==> config.mk <==
export PLATFORM = sky130hd
export DESIGN_NAME = dual_encoder_rpm_meter_core
export DESIGN_NICKNAME = d
export VERILOG_FILES = /design/src/rtl/drpm_pkg.sv /design/src/rtl/drpm_ctrl.sv /design/src/rtl/drpm_datapath.sv /design/src/rtl/dual_encoder_rpm_meter_core.sv
export SDC_FILE = /design/constraint.sdc
export NUM_CORES = 2
export LEC_CHECK = 0
export BUFFER_PORTS_ARGS = -buffer_cell sky130_fd_sc_hd__clkbuf_2
export CAP_MARGIN = 25
export CORE_MARGIN = 4
export CORE_UTILIZATION = 55
export CTS_CLUSTER_SIZE = 20
export DETAILED_ROUTE_END_ITERATION = 12
export PLACE_DENSITY_LB_ADDON = 0.15
export RECOVER_POWER = 50
export SKIP_LAST_GASP = 1
export SYNTH_ARGS = -nofsm -noshare
export SYNTH_HDL_FRONTEND = slang
export SYNTH_SLANG_ARGS = --single-unit
export TNS_END_PERCENT = 100
==> constraint.sdc <==
create_clock -name clock -period 6.2 [get_ports clock]
set_input_delay 0.31 -clock clock [delete_from_list [all_inputs] [get_ports clock]]
set_output_delay 0.31 -clock clock [all_outputs]
set_load 0.02 [all_outputs]
==> src/rtl/drpm_pkg.sv <==
// Shared types, constants and helpers for the dual encoder rpm meter.
package drpm_pkg;

   localparam int COUNT_WIDTH = 16;            // edge counter width (8..32)
   localparam int TICK_W      = 16;            // window tick counter width
   localparam int WIN_W       = 16;            // window_ms register width
   localparam int PPR_W       = 13;            // pulses_per_rev register width
   localparam int CSR_DATA_W  = 16;            // widest register
   localparam int CSR_IDX_W   = 1;
   localparam int RPM_W       = 32;
   localparam int CNT_OUT_W   = 16;
   localparam int MSPM_W      = 16;            // width of the ms-per-minute constant
   localparam int NUM_W       = COUNT_WIDTH + MSPM_W;
   localparam int DEN_W       = WIN_W + PPR_W;
   localparam int DIV_CNT_W   = $clog2(NUM_W);
   localparam int SAT_W       = (NUM_W > RPM_W) ? NUM_W : RPM_W;  // rpm clamp compare width
   localparam int REQ_DATA_W  = 8;
   localparam int RSP_DATA_W  = 2 * RPM_W + 2 * CNT_OUT_W;

   localparam logic [MSPM_W-1:0] MS_PER_MINUTE = MSPM_W'(60000);
   localparam logic [WIN_W-1:0]  WINDOW_RESET  = WIN_W'(1000);
   localparam logic [PPR_W-1:0]  PPR_RESET     = PPR_W'(20);

   localparam logic [CSR_IDX_W-1:0] CSR_WINDOW_MS = CSR_IDX_W'(0);
   localparam logic [CSR_IDX_W-1:0] CSR_PPR       = CSR_IDX_W'(1);

   typedef enum logic [1:0] {
      ST_IDLE,
      ST_MUL,
      ST_DIV,
      ST_DONE
   } state_type;

   typedef struct packed {
      logic in_ready;   // take requests
      logic mul_en;     // form numerators and denominator
      logic div_step;   // one quotient bit per channel
      logic load_out;   // move quotients into the output register
   } cmd_type;

   typedef struct packed {
      logic close_hit;  // accepted request closed the window
      logic div_last;   // final divide step this cycle
      logic out_free;   // output register can take a new result
   } sts_type;

endpackage

==> src/rtl/drpm_ctrl.sv <==
// Sequencer: sample, multiply, divide, deliver.
module drpm_ctrl (
   input  logic              clock,
   input  logic              reset,
   input  drpm_pkg::sts_type sts,
   output drpm_pkg::cmd_type cmd
);
   import drpm_pkg::*;

   state_type state_ff;
   state_type state_in;

   always_ff @(posedge clock) begin
      if (reset) begin
         state_ff <= ST_IDLE;
      end else begin
         state_ff <= state_in;
      end
   end

   always_comb begin
      state_in = state_ff;
      unique case (state_ff)
         ST_IDLE: begin
            if (sts.close_hit) state_in = ST_MUL;
         end
         ST_MUL: begin
            state_in = ST_DIV;
         end
         ST_DIV: begin
            if (sts.div_last) state_in = ST_DONE;
         end
         ST_DONE: begin
            if (sts.out_free) state_in = ST_IDLE;
         end
         default: state_in = ST_IDLE;
      endcase
   end

   always_comb begin
      cmd = '0;
      unique case (state_ff)
         ST_IDLE: cmd.in_ready = 1'b1;
         ST_MUL:  cmd.mul_en   = 1'b1;
         ST_DIV:  cmd.div_step = 1'b1;
         ST_DONE: cmd.load_out = sts.out_free;
         default: cmd = '0;
      endcase
   end

endmodule

==> src/rtl/drpm_datapath.sv <==
// Edge counters, window timer, config registers, shared-denominator divider, output register.
module drpm_datapath (
   input  logic                                 clock,
   input  logic                                 reset,
   input  logic                                 req_tvalid,
   input  logic [drpm_pkg::REQ_DATA_W-1:0]      req_tdata,
   input  logic                                 csr_we,
   input  logic [drpm_pkg::CSR_IDX_W-1:0]       csr_index,
   input  logic [drpm_pkg::CSR_DATA_W-1:0]      csr_wdata,
   input  drpm_pkg::cmd_type                    cmd,
   output drpm_pkg::sts_type                    sts,
   output logic                                 rsp_tvalid,
   input  logic                                 rsp_tready,
   output logic [drpm_pkg::RSP_DATA_W-1:0]      rsp_tdata
);
   import drpm_pkg::*;

   function automatic logic [RPM_W-1:0] sat_rpm(input logic [NUM_W-1:0] q);
      logic [SAT_W-1:0] ext;
      ext = SAT_W'(q);
      if (ext > SAT_W'({RPM_W{1'b1}})) sat_rpm = '1;
      else                            sat_rpm = ext[RPM_W-1:0];
   endfunction

   // config
   logic [WIN_W-1:0] window_ff;
   logic [PPR_W-1:0] ppr_ff;

   // sampling state
   logic                   prev_a_ff, prev_b_ff;
   logic [COUNT_WIDTH-1:0] edges_a_ff, edges_b_ff;
   logic [COUNT_WIDTH-1:0] edges_a_in, edges_b_in;
   logic [TICK_W-1:0]      ticks_ff, ticks_in;
   logic [COUNT_WIDTH-1:0] snap_a_ff, snap_b_ff;

   // divider
   logic [NUM_W-1:0]     quo_a_ff, quo_b_ff;
   logic [DEN_W-1:0]     rem_a_ff, rem_b_ff;
   logic [DEN_W-1:0]     den_ff;
   logic [DIV_CNT_W-1:0] div_cnt_ff;
   logic [DEN_W:0]       trial_a, trial_b;
   logic                 fit_a, fit_b;

   // output
   logic                  rsp_valid_ff;
   logic [RSP_DATA_W-1:0] rsp_data_ff;

   logic             accept;
   logic             pin_a, pin_b, ms_tick;
   logic [WIN_W-1:0] win_eff;
   logic [PPR_W-1:0] ppr_eff;
   logic             close;

   assign accept  = req_tvalid & cmd.in_ready;
   assign pin_a   = req_tdata[0];
   assign pin_b   = req_tdata[1];
   assign ms_tick = req_tdata[2];
   assign win_eff = (window_ff == '0) ? WIN_W'(1) : window_ff;
   assign ppr_eff = (ppr_ff == '0) ? PPR_W'(1) : ppr_ff;

   always_comb begin
      edges_a_in = edges_a_ff;
      edges_b_in = edges_b_ff;
      ticks_in   = ticks_ff;
      if (prev_a_ff && !pin_a && (edges_a_ff != '1)) edges_a_in = edges_a_ff + 1'b1;
      if (prev_b_ff && !pin_b && (edges_b_ff != '1)) edges_b_in = edges_b_ff + 1'b1;
      if (ms_tick && (ticks_ff != '1))               ticks_in   = ticks_ff + 1'b1;
   end

   assign close = (ticks_in >= TICK_W'(win_eff));

   always_ff @(posedge clock) begin
      if (reset) begin
         window_ff <= WINDOW_RESET;
         ppr_ff    <= PPR_RESET;
      end else if (csr_we) begin
         unique case (csr_index)
            CSR_WINDOW_MS: window_ff <= csr_wdata[WIN_W-1:0];
            CSR_PPR:       ppr_ff    <= csr_wdata[PPR_W-1:0];
            default: ;
         endcase
      end
   end

   always_ff @(posedge clock) begin
      if (reset) begin
         prev_a_ff  <= 1'b1;
         prev_b_ff  <= 1'b1;
         edges_a_ff <= '0;
         edges_b_ff <= '0;
         ticks_ff   <= '0;
      end else if (accept) begin
         prev_a_ff <= pin_a;
         prev_b_ff <= pin_b;
         if (close) begin
            edges_a_ff <= '0;
            edges_b_ff <= '0;
            ticks_ff   <= '0;
         end else begin
            edges_a_ff <= edges_a_in;
            edges_b_ff <= edges_b_in;
            ticks_ff   <= ticks_in;
         end
      end
   end

   always_ff @(posedge clock) begin
      if (accept && close) begin
         snap_a_ff <= edges_a_in;
         snap_b_ff <= edges_b_in;
      end
   end

   // restoring divide, both channels against the same denominator
   assign trial_a = {rem_a_ff, quo_a_ff[NUM_W-1]};
   assign trial_b = {rem_b_ff, quo_b_ff[NUM_W-1]};
   assign fit_a   = (trial_a >= {1'b0, den_ff});
   assign fit_b   = (trial_b >= {1'b0, den_ff});

   always_ff @(posedge clock) begin
      if (cmd.mul_en) begin
         quo_a_ff   <= NUM_W'(snap_a_ff) * NUM_W'(MS_PER_MINUTE);
         quo_b_ff   <= NUM_W'(snap_b_ff) * NUM_W'(MS_PER_MINUTE);
         den_ff     <= DEN_W'(win_eff) * DEN_W'(ppr_eff);
         rem_a_ff   <= '0;
         rem_b_ff   <= '0;
         div_cnt_ff <= '0;
      end else if (cmd.div_step) begin
         quo_a_ff   <= {quo_a_ff[NUM_W-2:0], fit_a};
         quo_b_ff   <= {quo_b_ff[NUM_W-2:0], fit_b};
         rem_a_ff   <= fit_a ? DEN_W'(trial_a - {1'b0, den_ff}) : trial_a[DEN_W-1:0];
         rem_b_ff   <= fit_b ? DEN_W'(trial_b - {1'b0, den_ff}) : trial_b[DEN_W-1:0];
         div_cnt_ff <= div_cnt_ff + 1'b1;
      end
   end

   // output register
   always_ff @(posedge clock) begin
      if (reset) begin
         rsp_valid_ff <= 1'b0;
      end else if (cmd.load_out) begin
         rsp_valid_ff <= 1'b1;
      end else if (rsp_tready) begin
         rsp_valid_ff <= 1'b0;
      end
   end

   // counts go out at 16 bits whatever the counter width
   always_ff @(posedge clock) begin
      if (cmd.load_out) begin
         rsp_data_ff <= {CNT_OUT_W'(snap_b_ff), CNT_OUT_W'(snap_a_ff),
                         sat_rpm(quo_b_ff), sat_rpm(quo_a_ff)};
      end
   end

   assign rsp_tvalid    = rsp_valid_ff;
   assign rsp_tdata     = rsp_data_ff;
   assign sts.close_hit = accept & close;
   assign sts.div_last  = cmd.div_step & (div_cnt_ff == DIV_CNT_W'(NUM_W - 1));
   assign sts.out_free  = ~rsp_valid_ff | rsp_tready;

endmodule

==> src/rtl/dual_encoder_rpm_meter_core.sv <==
// Top level of the two-channel windowed pulse-count tachometer.
//
// Usage:
//  - req channel: one request per clock while req_tready is high; each carries
//    the two encoder pin levels and a millisecond tick flag. Falling edges are
//    counted per channel (saturating), ticks advance the window timer.
//  - rsp channel: one response each time the window timer reaches window_ms,
//    with rpm = floor(60000 * edges / (window_ms * pulses_per_rev)) per channel
//    and the raw edge counts. The closing request's own edges count.
//  - csr port: csr_we writes csr_wdata to register csr_index
//    (0 = window_ms, 1 = pulses_per_rev) at the clock edge; zero acts as one.
// Throughput: one request per cycle while a window is open. The request that
//    closes a window starts a job: a multiply state forms the products, then a
//    restoring divider yields one quotient bit per cycle for both channels at
//    once, and a done state loads the result into the output register.
//    req_tready is low for that time.
// Stall: the response sits in an output register; if rsp_tready is low the
//    sequencer waits with the next result until that register is free.
// Reset (synchronous, active high): registers return to 1000 ms / 20 pulses,
//    counters clear, previous pin levels read as high, no response pending.
module dual_encoder_rpm_meter_core (
   input  logic                                 clock,
   input  logic                                 reset,
   // req_tdata: [0] pin_a, [1] pin_b, [2] ms_tick, rest zero
   input  logic                                 req_tvalid,
   output logic                                 req_tready,
   input  logic [drpm_pkg::REQ_DATA_W-1:0]      req_tdata,
   // rsp_tdata: [31:0] rpm_a, [63:32] rpm_b, [79:64] count_a, [95:80] count_b
   output logic                                 rsp_tvalid,
   input  logic                                 rsp_tready,
   output logic [drpm_pkg::RSP_DATA_W-1:0]      rsp_tdata,
   input  logic                                 csr_we,
   input  logic [drpm_pkg::CSR_IDX_W-1:0]       csr_index,
   input  logic [drpm_pkg::CSR_DATA_W-1:0]      csr_wdata
);
   import drpm_pkg::*;

   cmd_type cmd;
   sts_type sts;

   // sequencer: owns the request handshake and the divide schedule
   drpm_ctrl u_ctrl (
      .clock (clock),
      .reset (reset),
      .sts   (sts),
      .cmd   (cmd)
   );

   // counters, divider and output register
   drpm_datapath u_datapath (
      .clock      (clock),
      .reset      (reset),
      .req_tvalid (req_tvalid),
      .req_tdata  (req_tdata),
      .csr_we     (csr_we),
      .csr_index  (csr_index),
      .csr_wdata  (csr_wdata),
      .cmd        (cmd),
      .sts        (sts),
      .rsp_tvalid (rsp_tvalid),
      .rsp_tready (rsp_tready),
      .rsp_tdata  (rsp_tdata)
   );

   // requests are taken only while no window result is being computed
   assign req_tready = cmd.in_ready;

endmodule

==> impl_metrics.yaml <==
routing:
  vias: 23600
  drc_errors: 0
  vias_per_cell: 5.74
  dr.pass1.iters: 5
  post_drt_wl_per_cell_um: 18.0
  routed_wirelength_um: 74000
  ant_nets: 0
  drtIter0Drc: 1463
synthesis:
  synth_edf_count: 211
  async_flop_share_pct: 0
  synth-compound-area-share_pct: 13.8
  syn_nets: 3822
  ys_top_cells_by_area: "edfxtp_1 20%, fa_1 18%, ha_1 13%"
  yosys.area_share.simple_pct: 14.2
  ys_warn_count: 0
  yosysSeqAreaShare_pct: 30.3
  ys_ff_latch: 366
  synth_cells: 3203
  netlist_area_um2: 31100
  synth_mux_area_share_pct: 0.877
  synth_top_family_by_area: "adder cells"
  ys.flop_type: "edfxtp_1"
  synth_xor_area_share_pct: 4.08
  netlist.area_leader.share_pct: 20.4
  syn_area_per_cell_um2: 9.71
  synthAdderAreaFrac_pct: 30.4
  yosysUniqueCellTypes: 81
  synth_top_cell_by_area: "edfxtp_1"
clock_tree:
  h-tree-depth: 2
  cts_tree: "yes"
  root_buffer: "clkbuf_16"
  clock_latency_ns: 0.58
  numClockSinks: 366
  cts_buffer_depth: 3
  path_clk_slew_ns: 0.06
  numCtsBuffers: 41
worst_setup_path:
  crit_cells: 19
  critPathBufInv: 4
  path_cells: "buf_4 -> nand2_1 -> fa_1 -> inv_1 -> fa_1 -> fa_1 -> fa_1 -> inv_1 -> fa_1 -> inv_1 -> ha_1 -> o21ai_0 -> nand2b_1 -> a21oi_1 -> nor2b_1 -> o221a_2 -> o21a_1 -> or4b_2 -> nand3_1"
  cp_slowest_stage_delay_ns: 0.66
  worstSetupPathType: "reg -> reg"
  worst_r2r_path_depth: 19
  cp-start-kind: "register"
  crit_required_ns: 6.62
  arrival_ns: 6.41
  critPathTopFamily: "adder cells"
  worstPathMaxFanout: 11
  crit_slowest_cell: "dfxtp_1"
  path_common_cell: "fa_1"
  endpoint_kind: "register"
power:
  power_density_nw_per_um2: 188
  power.leakage_nw: 15.3
  irDropWorstVdd_v: 0.000166
run:
  drv_cap: 1
place:
  dp.cells: 4002
  portBuffers: 122
  hpwl_um: 56400
  gp_congestion: 0.915
  place_ws_ns: 0.0468
cells_and_area:
  fin_util_pct: 61.7
  num-nets-final: 3941
  fin_cells: 4104
  drive_above_1_share_pct: 5.90
  area_delta_synth_final_pct: 10.1
grt:
  grt_antenna_before_repair: 1
  grtUsageTotal_pct: 24.6
  grt_pass1_vias: 23800
  grt_pass1_wl_um: 122000
  grt-ovfl-total: 0
  grt_max_degree: 111
sta:
  fin_crit_ns: 5.99
  holdWs_ns: 0.170
  hold_viol: 0
  slew_viol_final: 67
  slew-limit-headroom_pct: -113
  final-setup-viol-count: 0
  final.setup.worst_slack_ns: 0.208
  fin_skew_ns: 0.0313
  fmax_mhz: 167
  tightest_slew_ns: 3.19
  fin_crit_sh_pct: 96.6
  finalSetupTns_ns: 0
floorplanning:
  core-area_um2: 55500
  die_y_um: 246
  start_util_pct: 56.0
  die_w_um: 246
  ioPinCount: 128
  die_area_um2: 60400
  row_count: 86
run_status:
  status: "finished, violations left"
  violations: "max-capacitance violations, max-slew violations"
worst_hold_path:
  hp-class: "in -> reg"
  whs_path_depth: 4
## cell families (layout without fill, tap and decap cells)
kind of cell    count (synthesis)  in the layout
simple gates                  912            912
compound gates                650            650
fa+ha+maj                     589            589
buf+inv                       514            666
flops                         366            366
xor+xnor                      145            145
mux                            27             27
other cells                     0              1
## flip-flops by register name, summed over array words and instances, names as in the netlist
signal / count
u_datapath.ppr_ff: 13
u_datapath.edges_a_ff: 16
u_datapath.prev_a_ff: 1
u_datapath.div_cnt_ff: 5
u_ctrl.state_ff: 2
u_datapath.rsp_tvalid: 1
u_datapath.snap_a_ff: 16
u_datapath.quo_a_ff: 32
u_datapath.window_ff: 16
u_datapath.den_ff: 29
u_datapath.ticks_ff: 16
u_datapath.rem_b_ff: 29
u_datapath.prev_b_ff: 1
u_datapath.snap_b_ff: 16
u_datapath.edges_b_ff: 16
u_datapath.quo_b_ff: 32
u_datapath.rem_a_ff: 29
u_datapath.rsp_tdata: 96
## through the flow
step	cell area (um^2)	power (W)
after detailed placement	32700	0.00389
after global placement	32700	0.00385
after CTS	34300	0.00645
after floorplan	31100	0.00355
after global routing	34200	0.00676
final	34200	0.00643
## final cells by class
| class | count | area (um^2) |
|---|---|---|
| tap | 748 | 936 |
| inverter | 382 | 1430 |
| clock inverter | 25 | 270 |
| fill | 4745 | 21300 |
| antenna | 1 | 2.50 |
| timing repair buffer | 208 | 1200 |
| clock buffer | 51 | 1150 |
| sequential | 366 | 9440 |
| multi-input combinational | 2323 | 19800 |
## routing by layer
metal	global-route usage, %	vias up	share of wire (%)	wire length, um
li1	-	11300	-	-
met4	6.52	0	2.4	1800
met2	42.3	630	49	36100
met5	0	-	0	0
met3	3.21	132	5.0	3670
met1	33.1	11500	44	32400
## cell usage after synthesis (15+ instances only)
library cell and count:
a211oi_1 27, a21o_1 72, a21oi_1 165, a311oi_1 29, a31oi_1 32, a32o_1 15, and2_1 111, and3_1 42
clkbuf_1 113, dfxtp_1 155, edfxtp_1 211, fa_1 278, ha_1 311, inv_1 382, mux2i_1 25, nand2_1 349
nand2b_1 25, nand3_1 63, nand4_1 27, nor2_1 164, nor2b_1 16, nor3_1 25, nor4_1 21, o211ai_1 15
o21a_1 26, o21ai_0 138, o21bai_1 17, xnor2_1 92, xor2_1 53
## worst paths after layout
kind | startpoint | endpoint | slack, ns
max | u_datapath.ppr_ff[7] | u_datapath.den_ff[26] | 0.21
min | rsp_tready | u_datapath.rsp_tvalid | 0.17
max reg2reg | u_datapath.ppr_ff[7] | u_datapath.den_ff[26] | 0.21
min reg2reg | u_datapath.quo_a_ff[22] | u_datapath.rsp_tdata[22] | 0.45
## power breakdown
group | total [W] | internal, W | switching, W | leakage, nW
sequential | 0.00264 | 0.00261 | 0.0000310 | 3.12
clock | 0.00256 | 0.00153 | 0.00102 | 0.701
combinational | 0.00123 | 0.000533 | 0.000701 | 11.5
## worst min-delay path: stages
cell and delay, ns:
clkbuf_2 0.08, nor2b_1 0.13, nor2_1 0.13, nor2_1 0.04
## timing repair
item | in CTS | in global routing
pin swaps | 1 | 5
cloned | 0 | 1
hold endpoints to repair | 31 | 0
setup endpoints to repair | 1 | 5
hold buffers | 18 | 0
buffers inserted | 0 | 4
resized for setup | 0 | 15
## layout by cell type (no fill, tap or decap), drive strengths merged, types with 30 or more instances in the layout
cell	instances
fa	278
edfxtp	211
ha	311
a21oi	165
nor2	164
and2	112
buf	60
a21o	72
inv	386
and3	42
nand3	63
xor2	53
xnor2	92
a311oi	30
clkbuf	181
nand2	349
a31oi	32
o21ai	145
dfxtp	155
Power figures use the tool's default switching activity.
